`src/plti_pkg.sv`:
```
package plti_pkg;

    // Fixed-point formats
    localparam int IN_FRAC_BITS  = 8;
    localparam int OUT_FRAC_BITS = 16;

    // Port widths
    localparam int ALT_W = 32;
    localparam int OUT_W = 25;

    // Breakpoint altitude: whole meters below 2^16, plus sign, plus fraction
    localparam int DOM_W = 17 + IN_FRAC_BITS;
    // Signed compare width covering both the altitude and a breakpoint
    localparam int CMP_W = (DOM_W > ALT_W) ? DOM_W : ALT_W;
    // Table value: at most 340 in whole units
    localparam int RNG_W = 9 + OUT_FRAC_BITS;
    // Result width before the output truncation
    localparam int WIDE_W = (RNG_W > OUT_W) ? RNG_W : OUT_W;
    // Value step across one segment: at most 19 whole units
    localparam int MAG_W = 5 + OUT_FRAC_BITS;
    // Segment length: at most 10000 m
    localparam int DD_W  = 14 + IN_FRAC_BITS;
    // Step times offset
    localparam int PROD_W = MAG_W + DD_W;
    // Divider step counter
    localparam int CNT_W  = $clog2(MAG_W + 1);

    // Table geometry
    localparam int GRAV_N  = 14;
    localparam int SOUND_N = 16;
    localparam int IDX_W   = 4;

    // Table select codes
    localparam logic SEL_GRAV  = 1'b0;
    localparam logic SEL_SOUND = 1'b1;

    // Gravity in thousandths of m/s^2, rounded to the output format
    function automatic logic [RNG_W-1:0] grav_q(input longint unsigned milli);
        longint unsigned scaled;
        scaled = ((milli << OUT_FRAC_BITS) + 64'd500) / 64'd1000;
        return RNG_W'(scaled);
    endfunction

    // Sound speed in whole m/s to the output format
    function automatic logic [RNG_W-1:0] sound_q(input longint unsigned mps);
        return RNG_W'(mps << OUT_FRAC_BITS);
    endfunction

    localparam int GRAV_ALT [GRAV_N] = '{
        0, 1000, 2000, 3000, 4000, 5000, 6000, 7000, 8000, 9000, 10000,
        15000, 20000, 25000
    };

    localparam logic [RNG_W-1:0] GRAV_RNG [GRAV_N] = '{
        grav_q(9807), grav_q(9804), grav_q(9801), grav_q(9797), grav_q(9794),
        grav_q(9791), grav_q(9788), grav_q(9785), grav_q(9782), grav_q(9779),
        grav_q(9776), grav_q(9761), grav_q(9745), grav_q(9730)
    };

    localparam int SOUND_ALT [SOUND_N] = '{
        0, 1000, 2000, 3000, 4000, 5000, 6000, 7000, 8000, 9000, 10000,
        15000, 20000, 25000, 30000, 40000
    };

    localparam logic [RNG_W-1:0] SOUND_RNG [SOUND_N] = '{
        sound_q(340), sound_q(336), sound_q(332), sound_q(328), sound_q(324),
        sound_q(320), sound_q(316), sound_q(312), sound_q(308), sound_q(303),
        sound_q(299), sound_q(295), sound_q(295), sound_q(295), sound_q(305),
        sound_q(324)
    };

    // Sequencer states
    typedef enum logic [2:0] {
        ST_IDLE,
        ST_SCAN,
        ST_PREP,
        ST_MUL,
        ST_START,
        ST_DIV,
        ST_OUT
    } state_t;

    // One breakpoint as read from the tables
    typedef struct packed {
        logic signed [DOM_W-1:0] dom;
        logic [RNG_W-1:0]        rng;
        logic                    last;
    } bp_t;

endpackage

```
`src/plti_div.sv`:
```
module plti_div
    import plti_pkg::*;
(
    input  logic              clk,
    input  logic              rst_n,
    input  logic              start,
    input  logic [PROD_W-1:0] dividend,
    input  logic [DD_W-1:0]   divisor,
    output logic              done,
    output logic [MAG_W-1:0]  quot
);

    logic              busy_reg, busy_next;
    logic              done_reg, done_next;
    logic [CNT_W-1:0]  cnt_reg, cnt_next;
    logic [DD_W-1:0]   rem_reg, rem_next;
    logic [DD_W-1:0]   dvs_reg, dvs_next;
    // Low dividend bits shift out at the top, quotient bits enter at the bottom
    logic [MAG_W-1:0]  sh_reg, sh_next;

    logic [DD_W:0]     trial;
    logic [DD_W:0]     diff;
    logic              ge;

    // One restoring step: shift in a bit, subtract if it fits
    assign trial = {rem_reg, sh_reg[MAG_W-1]};
    assign diff  = trial - {1'b0, dvs_reg};
    assign ge    = (trial >= {1'b0, dvs_reg});

    always_comb
    begin
        busy_next = busy_reg;
        done_next = 1'b0;
        cnt_next  = cnt_reg;
        rem_next  = rem_reg;
        dvs_next  = dvs_reg;
        sh_next   = sh_reg;
        if (start)
        begin
            // Quotient fits MAG_W bits, so the high part is already below the divisor
            busy_next = 1'b1;
            cnt_next  = CNT_W'(MAG_W);
            rem_next  = dividend[PROD_W-1:MAG_W];
            sh_next   = dividend[MAG_W-1:0];
            dvs_next  = divisor;
        end
        else if (busy_reg)
        begin
            rem_next = ge ? diff[DD_W-1:0] : trial[DD_W-1:0];
            sh_next  = {sh_reg[MAG_W-2:0], ge};
            cnt_next = cnt_reg - CNT_W'(1);
            if (cnt_reg == CNT_W'(1))
            begin
                busy_next = 1'b0;
                done_next = 1'b1;
            end
        end
    end

    // Control
    always_ff @(posedge clk or negedge rst_n)
    begin
        if (!rst_n)
        begin
            busy_reg <= 1'b0;
            done_reg <= 1'b0;
            cnt_reg  <= '0;
        end
        else
        begin
            busy_reg <= busy_next;
            done_reg <= done_next;
            cnt_reg  <= cnt_next;
        end
    end

    // Datapath
    always_ff @(posedge clk)
    begin
        rem_reg <= rem_next;
        dvs_reg <= dvs_next;
        sh_reg  <= sh_next;
    end

    assign done = done_reg;
    assign quot = sh_reg;

endmodule

```
`config.mk`:
```
export PLATFORM = sky130hd
export DESIGN_NAME = plti_div
export DESIGN_NICKNAME = d
export VERILOG_FILES = /design/src/plti_pkg.sv /design/src/plti_div.sv
export SDC_FILE = /design/constraint.sdc
export NUM_CORES = 1
export LEC_CHECK = 0
export ABC_AREA = 0
export BUFFER_PORTS_ARGS = -buffer_cell sky130_fd_sc_hd__buf_2
export CORE_MARGIN = 1.5
export CORE_UTILIZATION = 55
export CTS_BUF_LIST = sky130_fd_sc_hd__clkbuf_16
export CTS_CLUSTER_SIZE = 40
export DETAILED_ROUTE_END_ITERATION = 10
export PLACE_DENSITY = 0.8
export SLEW_MARGIN = 20
export SYNTH_ARGS = -nofsm -noshare
export SYNTH_HDL_FRONTEND = slang
export SYNTH_SLANG_ARGS = --single-unit
export TNS_END_PERCENT = 1
```
`constraint.sdc`:
```
create_clock -name clk -period 3.2 [get_ports clk]
set_input_delay 0.48 -clock clk [delete_from_list [all_inputs] [get_ports clk]]
set_output_delay 0.48 -clock clk [all_outputs]
set_load 0.03 [all_outputs]
```
== After elaboration in Yosys (flattened, before gate mapping) ==
Cells that the tools add are included.

* Register bits: 72
* Logic and storage cells: 24
* Bits of input ports: 68

* Reductions and logical operators: 1
* Add/subtract/negate cells: 2
* Multiplexer cells: 13
* $lt $le $gt $ge: 1
* Eq/ne operators: 1

{| class="wikitable"
|+ Operator list
! operator !! number
|-
| $mux 22 || 3
|-
| $mux 21 || 2
|-
| $ge 23x22->1 || 1
|-
| $sub 22x22->22 || 1
|-
| $mux 5 || 2
|-
| $mux 1 || 6
|-
| $eq 5x1->1 const B || 1
|-
| $sub 5x1->5 const B || 1
|-
| $reduce_bool 2->1 || 1
|}

== Longest topological paths before layout ==
Gate-level depths: netlist of the first run.

* Depth in word-level cells: 4
* Gate-level depth with buffers: 13

== Least setup slack after synthesis of the first run ==
OpenSTA, ideal clock, no wires.

* Path kind: register to register
* Start: register sh_reg[20] (netlist: quot[20])
* End: register rem_reg[10], data pin
* Data arrival time: 2.745 ns
* Stages on the path, launching flop included: 12
* Buffers on the path: 0
* Library setup time: 0.260 ns
* Path slack: 0.195 ns
* Clock period less this slack: 3.005 ns
* Cells stage by stage: edfxtp_1 > inv_1 > ha_1 > fa_1 > nor2b_1 > nor2_1 > or4b_2 > o2111ai_1 > a31oi_1 > xor2_1 > a21oi_1 > mux2_2

* Word-level cells in the longest chain between the ends: 4
* Elaborated cells between the ends (all ways): 5
* Classes of those cells: add/sub: 1; order compare: 1; mux: 3

{| class="wikitable"
|+ Ends and longest elaborated chain
! what !! line !! RTL
|-
| from (decl) || plti_div.sv:19 || <nowiki>logic [MAG_W-1:0] sh_reg, sh_next;</nowiki>
|-
| from (signal assigned) || plti_div.sv:82 || <nowiki>sh_reg <= sh_next;</nowiki>
|-
| $sub 22x22->22 or $ge 23x22->1 (tied branches) || plti_div.sv:27, plti_div.sv:28 ||
|-
| $mux 22 (*) || plti_div.sv:49 || <nowiki>rem_next = ge ? diff[DD_W-1:0] : trial[DD_W-1:0];</nowiki>
|-
| $mux 22 (*) || plti_div.sv:47 || <nowiki>else if (busy_reg)</nowiki>
|-
| $mux 22 (*) || plti_div.sv:38 || <nowiki>if (start)</nowiki>
|-
| net rem_next[10] || plti_div.sv:16 || <nowiki>logic [DD_W-1:0] rem_reg, rem_next;</nowiki>
|-
| to (signal assigned) || plti_div.sv:80 || <nowiki>rem_reg <= rem_next;</nowiki>
|-
| to (decl) || plti_div.sv:16 ||
|}

The timed path passes the listed nets; every way through them passes the cells marked *. The select of a mux whose other input is x is not followed.
A chain may end at the register's enable or synchronous reset.

== Worst setup path in the final report of the first run ==
Same ends and word-level chain as after synthesis.

==> results of run 1 <==
## cell usage in the layout (no fill, tap or decap), types with 3 or more instances in the layout
| cell type | instances |
|---|---|
| edfxtp_1 | 65 |
| a21o_1 | 15 |
| a211oi_1 | 5 |
| bufinv_16 | 3 |
| nor2_1 | 25 |
| clkbuf_16 | 9 |
| nand3_1 | 8 |
| mux2i_1 | 3 |
| xor2_1 | 9 |
| buf_4 | 7 |
| inv_1 | 31 |
| dfrtp_1 | 7 |
| a31oi_1 | 3 |
| nor2b_1 | 7 |
| ha_1 | 24 |
| nand2b_1 | 3 |
| and3_1 | 3 |
| nor3_1 | 8 |
| buf_2 | 89 |
| a21oi_1 | 30 |
| nand2_1 | 17 |
| o21ai_0 | 11 |
| xnor2_1 | 11 |
| mux2_2 | 39 |
## power by group through the flow
stage / combinational, mW / sequential, mW / clock (mW)
6_report: 2.46 / 1.45 / 1.16
5_1_grt: 2.73 / 1.48 / 1.22
4_1_cts: 2.45 / 1.45 / 1.19
3_5_place_dp: 2.41 / 1.46 / 0
3_3_place_gp: 2.36 / 1.45 / 0
2_1_floorplan: 1.88 / 1.51 / 0
## worst register-to-register path, delay by kind of cell, from the launching register on
family,cells,cell delay [ns]
AND/OR/NAND/NOR,3,0.88
adder cells (fa/ha/maj),2,0.62
AO/OA/AOI/OAI,3,0.45
flip-flops,1,0.37
multiplexers,1,0.26
XOR/XNOR,1,0.17
buffers and inverters,1,0.05
## worst min-delay path by stage
stage	from	endpoint	cells past startpoint
after floorplan	rst_n	busy_reg$_DFF_PN0_	0
after global placement	rst_n	cnt_reg[4]$_DFFE_PN0P_	1
after detailed placement	rst_n	cnt_reg[4]$_DFFE_PN0P_	1
after CTS	divisor[6]	dvs_reg[6]$_DFFE_PP_	1
after global routing	divisor[1]	dvs_reg[1]$_DFFE_PP_	1
final	divisor[6]	dvs_reg[6]$_DFFE_PP_	1
## cell type report
class	instances	area (um^2)
multi-input cells	264	2000
clock inverters	7	119
repair buffers	98	528
inverters	30	113
well taps	102	128
clock buffers	9	225
fillers	598	2440
flip-flops and latches	72	2130
## layer usage
layer / vias up / track usage, % / part of all wire [%]
met5: - / 0 / 0
met4: 0 / 7.16 / 1.2
met3: 9 / 8.04 / 8.0
met2: 115 / 38.6 / 47
met1: 1504 / 29.1 / 44
li1: 1590 / - / -
## cells by family after synthesis
logic type               after synthesis  synth area share, %
AO/OA/AOI/OAI                         88                 13.5
XOR/XNOR                              20                 4.05
adder cells (fa/ha/maj)               25                 7.41
buffers and inverters                 45                 4.48
flip-flops                            72                 49.2
multiplexers                          42                 10.8
AND/OR/NAND/NOR                       89                 10.6
## repair_timing
action                                  CTS  global route
endpoints found under the hold margin     7             0
endpoints found under the setup margin    0             0
hold buffers                              1             0
==> flow_metrics.tcl, run 1 <==
set metrics [dict create \
    track_usage_pct 23.4 \
    place_hpwl_um 6670 \
    slew_headroom_pct 66.0 \
    grt_pass1_vias 3379 \
    path_clk_slew_ns 0.06 \
    ant_nets 0 \
    route.final.wire_length_um 9190 \
    portBuffers 89 \
    cp-startpoint "quot[20]$_DFFE_PP_" \
    r2r_cells 11 \
    seq_power_share_pct 28.6 \
    yosysTopAreaCellShare_pct 45.1 \
    swShare_pct 37.4 \
    r2r_end "rem_reg[10]$_DFFE_PP_" \
    r2r_start "quot[20]$_DFFE_PP_" \
    rsz0062_at_grt "false" \
    drt-pass1-iter-count 6 \
    yosysWarnings 0 \
    tightest_slew_ns 0.510 \
    dp_cells 565 \
    finalMaxSlewViolations 0 \
    tns_ns 0 \
    ir_drop_uv 538 \
    via_per_inst 5.53 \
    final_area_mm2 0.00524 \
    io_pins 90 \
    clock_latency_ns 0.34 \
    setup_viol 0 \
    p_int_mw 3.18 \
    pwr-share-clk_pct 22.9 \
    hold_path.class "in2reg" \
    post_cts_buffers 0 \
    drc 0 \
    p_per_area_mw_per_mm2 969 \
    critPathBufInv 1 \
    critPathTopFamily "simple AND/OR/NAND/NOR gates" \
    synth_cells 381 \
    area_growth_pct 21.2 \
    layout_setup_ws_ns 0.148 \
    fmax_ghz 0.328 \
    start_kind "register" \
    crit_end "rem_reg[10]$_DFFE_PP_" \
    instances_no_fill 582 \
    synth_area_leaders "edfxtp_1, mux2_2, ha_1, dfrtp_1, a21oi_1" \
    crit_cells 11 \
    avgSynthCellArea_um2 11.4 \
    synth.net_count 474 \
    cp_data_arrival_time_ns 3.13 \
    ys_types 53 \
    async_reset_ff_share_pct 9.72 \
    dpl_worst_slack_ns 0.225 \
    ys_top_cells_by_count "edfxtp_1, mux2_2, a21oi_1, inv_1, nor2_1" \
    first_iter_violations 139 \
    hold_violations 0 \
    synth_edf_count 65 \
    finalCritPeriodShare_pct 95.4 \
    overflow 0 \
    fp.dieArea_mm2 0.00841 \
    p_sw_mw 1.90 \
    drv_cap 0 \
    crit_slowest_cell "or4b_2" \
    core_region_area_mm2 0.00769 \
    utilization_pct 68.2 \
    netlist_area_mm2 0.00433 \
    tritoncts.num_buffers 9 \
    antenna_found_initial 0 \
    cts_tree "done" \
    cts.repair.resized 0 \
    p_leak_nw 2.30 \
    worstPathCellList "inv_1 > ha_1 > fa_1 > nor2b_1 > nor2_1 > or4b_2 > o2111ai_1 > a31oi_1 > xor2_1 > a21oi_1 > mux2_2" \
    rows 32 \
    fin_nets 568 \
    synth-seq-area-share_pct 49.2 \
    fp.dieH_um 91.7 \
    synth_seq_cells 72 \
    status "complete, no violations" \
    whs_ns 0.313 \
    fp.dieW_um 91.7 \
    gp_congestion 0.873 \
    final.setup_skew_ns 0.00923 \
    synth_top_cell_by_area "edfxtp_1" \
    grt_pass1_wl_um 15300 \
    wl_per_cell_um 15.8 \
    start_util_pct 56.3 \
    cts_buffer_depth 2 \
    cts-root-buf "clkbuf_16" \
    drive_gt1_share_pct 33.8 \
    synth_ff_type "edfxtp_1" \
    antenna_cells 0 \
    end_kind "register" \
    cpPeakStageDelay_ns 0.64 \
    regToRegSetupSlack_ns 0.15 \
    synth.most_common_cell "edfxtp_1" \
    grt_max_degree 36 \
    combPwrFrac_pct 48.5 \
    dpl_cell_area_mm2 0.00489 \
    power.total_mw 5.08 \
    path_max_fanout 3 \
    fin_crit_ns 3.05 \
    critical_path_class "reg2reg" \
    vias 3218 \
    cp_data_required_time_ns 3.28 \
    cts.sink_count 72 \
    h-tree-depth 3 \
]
Note: power is estimated with default switching activity, not from simulation.
==> inputs of run 2 (changes only) <==
--- a/config.mk
+++ b/config.mk
@@ -12,6 +12,7 @@
 export CTS_BUF_LIST = sky130_fd_sc_hd__clkbuf_16
 export CTS_CLUSTER_SIZE = 40
 export DETAILED_ROUTE_END_ITERATION = 10
+export MAX_ROUTING_LAYER = met4
 export PLACE_DENSITY = 0.8
 export SLEW_MARGIN = 20
 export SYNTH_ARGS = -nofsm -noshare
==> flow_metrics.tcl, run 2 (synthesis gave the netlist of run 1 again) <==
set metrics [dict create \
    status "complete, no violations" \
    utilization_pct 68.2 \
    area_growth_pct 21.2 \
    drc 0 \
    p_leak_nw 2.30 \
    final_area_mm2 0.00524 \
    cp_data_required_time_ns 3.29 \
    clock_latency_ns 0.34 \
    ir_drop_uv 539 \
    drt-pass1-iter-count 4 \
    antenna_found_initial 0 \
    finalMaxSlewViolations 0 \
    cts.repair.resized 0 \
    grt_max_degree 36 \
    critical_path_class "reg2reg" \
    via_per_inst 5.60 \
    overflow 0 \
    hold_violations 0 \
    rsz0062_at_grt "false" \
    fp.dieW_um 91.7 \
    tightest_slew_ns 0.505 \
    tns_ns 0 \
    gp_congestion 0.887 \
    drive_gt1_share_pct 33.8 \
    wl_per_cell_um 15.9 \
    cts_tree "done" \
    cp_data_arrival_time_ns 3.14 \
    path_max_fanout 3 \
    first_iter_violations 160 \
    core_region_area_mm2 0.00769 \
    grt_pass1_vias 3371 \
    rows 32 \
    setup_viol 0 \
    crit_slowest_cell "or4b_2" \
    cts_buffer_depth 2 \
    cpPeakStageDelay_ns 0.64 \
    fmax_ghz 0.327 \
    fin_nets 568 \
    dpl_cell_area_mm2 0.00489 \
    grt_pass1_wl_um 15300 \
    final_common_cell "buf_2" \
    cts-root-buf "clkbuf_16" \
    holdPathStages 1 \
    finalCritPeriodShare_pct 95.6 \
    path_clk_slew_ns 0.06 \
    fp.dieArea_mm2 0.00841 \
    r2r_cells 11 \
    end_kind "register" \
    mostFrequentLayoutCells "buf_2, edfxtp_1, mux2_2" \
    start_util_pct 56.3 \
    fp.dieH_um 91.7 \
    cts.sink_count 72 \
    worstPathCellList "inv_1 > ha_1 > fa_1 > nor2b_1 > nor2_1 > or4b_2 > o2111ai_1 > a31oi_1 > xor2_1 > a21oi_1 > mux2_2" \
    hold_path.class "in2reg" \
    power.total_mw 5.09 \
    h-tree-depth 3 \
    slew_headroom_pct 66.3 \
    place_hpwl_um 6670 \
    p_per_area_mw_per_mm2 970 \
    start_kind "register" \
    drv_cap 0 \
    vias 3262 \
    portBuffers 89 \
    io_pins 90 \
    route.final.wire_length_um 9230 \
    antenna_cells 0 \
    ant_nets 0 \
    final.setup_skew_ns 0.00896 \
    tritoncts.num_buffers 9 \
    track_usage_pct 24.2 \
    fin_crit_ns 3.06 \
]
==> run 2: final timing paths <==
kind | end | start | slack (ns)
worst max-delay path | rem_reg[10]$_DFFE_PP_ | quot[20]$_DFFE_PP_ | 0.14
worst min-delay path | dvs_reg[6]$_DFFE_PP_ | divisor[6] | 0.31
worst max register to register | rem_reg[10]$_DFFE_PP_ | quot[20]$_DFFE_PP_ | 0.14
worst min register to register | cnt_reg[4]$_DFFE_PN0P_ | cnt_reg[4]$_DFFE_PN0P_ | 0.54
max in group asynchronous | cnt_reg[2]$_DFFE_PN0P_ | rst_n | 2.55
min in group asynchronous | cnt_reg[0]$_DFFE_PN0P_ | rst_n | 0.50
==> run 2: repair_timing <==
item / CTS / global route
buffers inserted: 0 / 0
endpoints found under the hold margin: 7 / 0
hold buffers: 1 / 0
==> run 2: where the power goes <==
part | switching [mW] | internal [mW] | total, mW
sequential | 0.128 | 1.32 | 1.45
clock | 0.402 | 0.764 | 1.17
combinational | 1.38 | 1.09 | 2.47
==> run 2: per-stage QoR <==
| step | instances | hold WS [ns] | worst slack [ns] |
|---|---|---|---|
| after CTS | 582 | 0.302 | 0.143 |
| after floorplan | 381 | 0.184 | 0.195 |
| after global routing | 582 | 0.301 | 0.0358 |
| after global placement | 565 | 0.322 | 0.280 |
| final | 582 | 0.310 | 0.141 |
| after detailed placement | 565 | 0.320 | 0.225 |
==> run 2: final cells by class <==
class                   count  area (um^2)
clock buffers               9          225
clock inverters             7          119
inverters                  30          113
multi-input cells         264         2000
fillers                   598         2440
flip-flops and latches     72         2130
repair buffers             98          528
well taps                 102          128
==> run 2: critical path: cells and delay by family (launching register included) <==
family | cells | cell delay (ns)
AOI/OAI and AO/OA | 3 | 0.45
xor gates and xnor gates | 1 | 0.17
adders and majority gates | 2 | 0.62
buffers and inverters | 1 | 0.05
DFF | 1 | 0.37
muxes | 1 | 0.26
and+or+nand+nor | 3 | 0.88
==> run 2: per-layer routing <==
layer,GRT usage [%],wire length [um]
met1,30.1,4130
met2,38.4,4370
met5,-,0
met3,6.55,604
met4,7.94,125
==> inputs of run 3 (changes only) <==
--- a/config.mk
+++ b/config.mk
@@ -7,7 +7,6 @@
 export LEC_CHECK = 0
 export ABC_AREA = 0
 export BUFFER_PORTS_ARGS = -buffer_cell sky130_fd_sc_hd__buf_2
-export CORE_MARGIN = 1.5
 export CORE_UTILIZATION = 55
 export CTS_BUF_LIST = sky130_fd_sc_hd__clkbuf_16
 export CTS_CLUSTER_SIZE = 40
==> flow_metrics.tcl, run 3 (synthesis gave the netlist of run 1 again) <==
set metrics [dict create \
    status "complete, no violations" \
    ir_drop_uv 439 \
    drt-pass1-iter-count 4 \
    final_common_cell "buf_2" \
    p_per_area_mw_per_mm2 945 \
    utilization_pct 70.2 \
    wl_met2_um 4130 \
    portBuffers 89 \
    final.setup_skew_ns 0.00888 \
    critPathTopFamily "simple AND/OR/NAND/NOR gates" \
    hold_end "dvs_reg[18]$_DFFE_PP_" \
    drive_gt1_share_pct 33.8 \
    antenna_found_initial 0 \
    r2r_cells 11 \
    track_usage_pct 23.6 \
    met3_length_um 494 \
    mostFrequentLayoutCells "buf_2, edfxtp_1, mux2_2" \
    drc 0 \
    dr.max_layer_used "met4" \
    cts_buffer_depth 2 \
    end_kind "register" \
    cpPeakStageDelay_ns 0.64 \
    cts_tree "done" \
    cts-root-buf "clkbuf_16" \
    fin_crit_ns 3.05 \
    core_region_area_mm2 0.00741 \
    place_hpwl_um 6700 \
    cp_data_arrival_time_ns 3.14 \
    fill_cells 556 \
    setup_viol 0 \
    ant_nets 0 \
    rsz0062_at_grt "false" \
    dpl_cell_area_mm2 0.00489 \
    fp.dieArea_mm2 0.00822 \
    clock_latency_ns 0.34 \
    fmax_ghz 0.327 \
    gp_congestion 0.949 \
    tightest_slew_ns 0.500 \
    grt_pass1_vias 3377 \
    overflow 0 \
    r2r_end "rem_reg[10]$_DFFE_PP_" \
    path_max_fanout 3 \
    antenna_cells 0 \
    hold_path.class "in2reg" \
    fin_nets 568 \
    first_iter_violations 184 \
    cts.sink_count 72 \
    area_growth_pct 20.2 \
    fp.dieW_um 90.7 \
    grt_max_degree 35 \
    finalMaxSlewViolations 0 \
    finalCritPeriodShare_pct 95.4 \
    hold_violations 0 \
    via_per_inst 5.65 \
    cp_data_required_time_ns 3.29 \
    route.final.wire_length_um 8910 \
    min_from "divisor[18]" \
    tns_ns 0 \
    crit_slowest_cell "or4b_2" \
    vias 3272 \
    r2r_start "quot[20]$_DFFE_PP_" \
    p_leak_nw 2.27 \
    drv_cap 0 \
    wl_per_cell_um 15.4 \
    io_pins 90 \
    regToRegSetupSlack_ns 0.15 \
    grt_pass1_wl_um 15000 \
    post_cts_buffers 0 \
    worstPathCellList "inv_1 > ha_1 > fa_1 > nor2b_1 > nor2_1 > or4b_2 > o2111ai_1 > a31oi_1 > xor2_1 > a21oi_1 > mux2_2" \
    rows 31 \
    path_clk_slew_ns 0.06 \
    tritoncts.num_buffers 9 \
    met1Wirelength_um 4070 \
    start_kind "register" \
    slew_headroom_pct 66.7 \
    critPathBufInv 1 \
    h-tree-depth 3 \
    start_util_pct 58.4 \
    critical_path_class "reg2reg" \
    fp.dieH_um 90.7 \
    holdPathStages 1 \
    final_area_mm2 0.00520 \
]
==> run 3: cell types whose count changed in the layout (fill, tap and decap cells not counted) <==
| cell | delta |
|---|---|
| clkinv_4 | +1 |
| inv_1 | -1 |
| o21ai_0 | -1 |
| clkinv_1 | +1 |
| inv_6 | +1 |
| bufinv_16 | -2 |
| o21ai_1 | +1 |
==> run 3: stage by stage <==
stage / hold WS [ns] / total power, mW / setup slack [ns] / std cells
global placement: 0.320 / 3.81 / 0.218 / 562
CTS: 0.306 / 4.92 / 0.161 / 579
detailed placement: 0.323 / 3.89 / 0.178 / 562
floorplan: 0.184 / 3.39 / 0.195 / 381
finish: 0.315 / 4.91 / 0.146 / 579
global route: 0.312 / 5.26 / 0.0144 / 579
==> run 3: power breakdown <==
part / leakage (nW) / internal, mW / total, mW / switching [mW]
clock network: 0.144 / 0.610 / 1.01 / 0.398
registers: 0.748 / 1.32 / 1.45 / 0.124
logic: 1.38 / 1.09 / 2.46 / 1.37
total: 2.27 / 3.03 / 4.91 / 1.89
==> run 3: worst max-delay path by stage <==
stage                  startpoint                     to  slack (ns)  cells past startpoint
6_report       quot[20]$_DFFE_PP_  rem_reg[10]$_DFFE_PP_        0.15                     11
5_1_grt        quot[20]$_DFFE_PP_  rem_reg[10]$_DFFE_PP_        0.01                     11
4_1_cts        quot[20]$_DFFE_PP_  rem_reg[10]$_DFFE_PP_        0.16                     11
3_5_place_dp   quot[20]$_DFFE_PP_  rem_reg[10]$_DFFE_PP_        0.18                     11
3_3_place_gp   quot[20]$_DFFE_PP_  rem_reg[16]$_DFFE_PP_        0.22                     11
2_1_floorplan  quot[20]$_DFFE_PP_  rem_reg[10]$_DFFE_PP_        0.19                     11
==> run 3: area by class of cell <==
class / instances / area [um^2] / share of cell area (%)
sequential: 72 / 2130 / 40.9
tap: 99 / 124 / 2.38
timing repair buffer: 98 / 528 / 10.2
clock inverter: 7 / 76.3 / 1.47
clock buffer: 9 / 225 / 4.33
inverter: 30 / 113 / 2.17
multi-input combinational: 264 / 2000 / 38.6
==> run 3: worst register-to-register path: stages, from the launching register on <==
cell and delay, ns:
edfxtp_1 0.38, inv_1 0.06, ha_1 0.22, fa_1 0.40, nor2b_1 0.18, nor2_1 0.08
or4b_2 0.64, o2111ai_1 0.19, a31oi_1 0.16, xor2_1 0.15, a21oi_1 0.08, mux2_2 0.27
==> run 3: routing by layer <==
layer | vias to the layer above | global-route usage (%)
met4 | 0 | 9.54
li1 | 1600 | -
met3 | 23 | 5.81
met2 | 105 | 37.4
met5 | - | -
met1 | 1544 | 29.1
==> run 3: timing repair <==
item,4_1_cts,5_1_grt
endpoints found under the hold margin,7,0
hold buffers,1,0
endpoints found under the setup margin,0,2
gates resized for setup,0,1
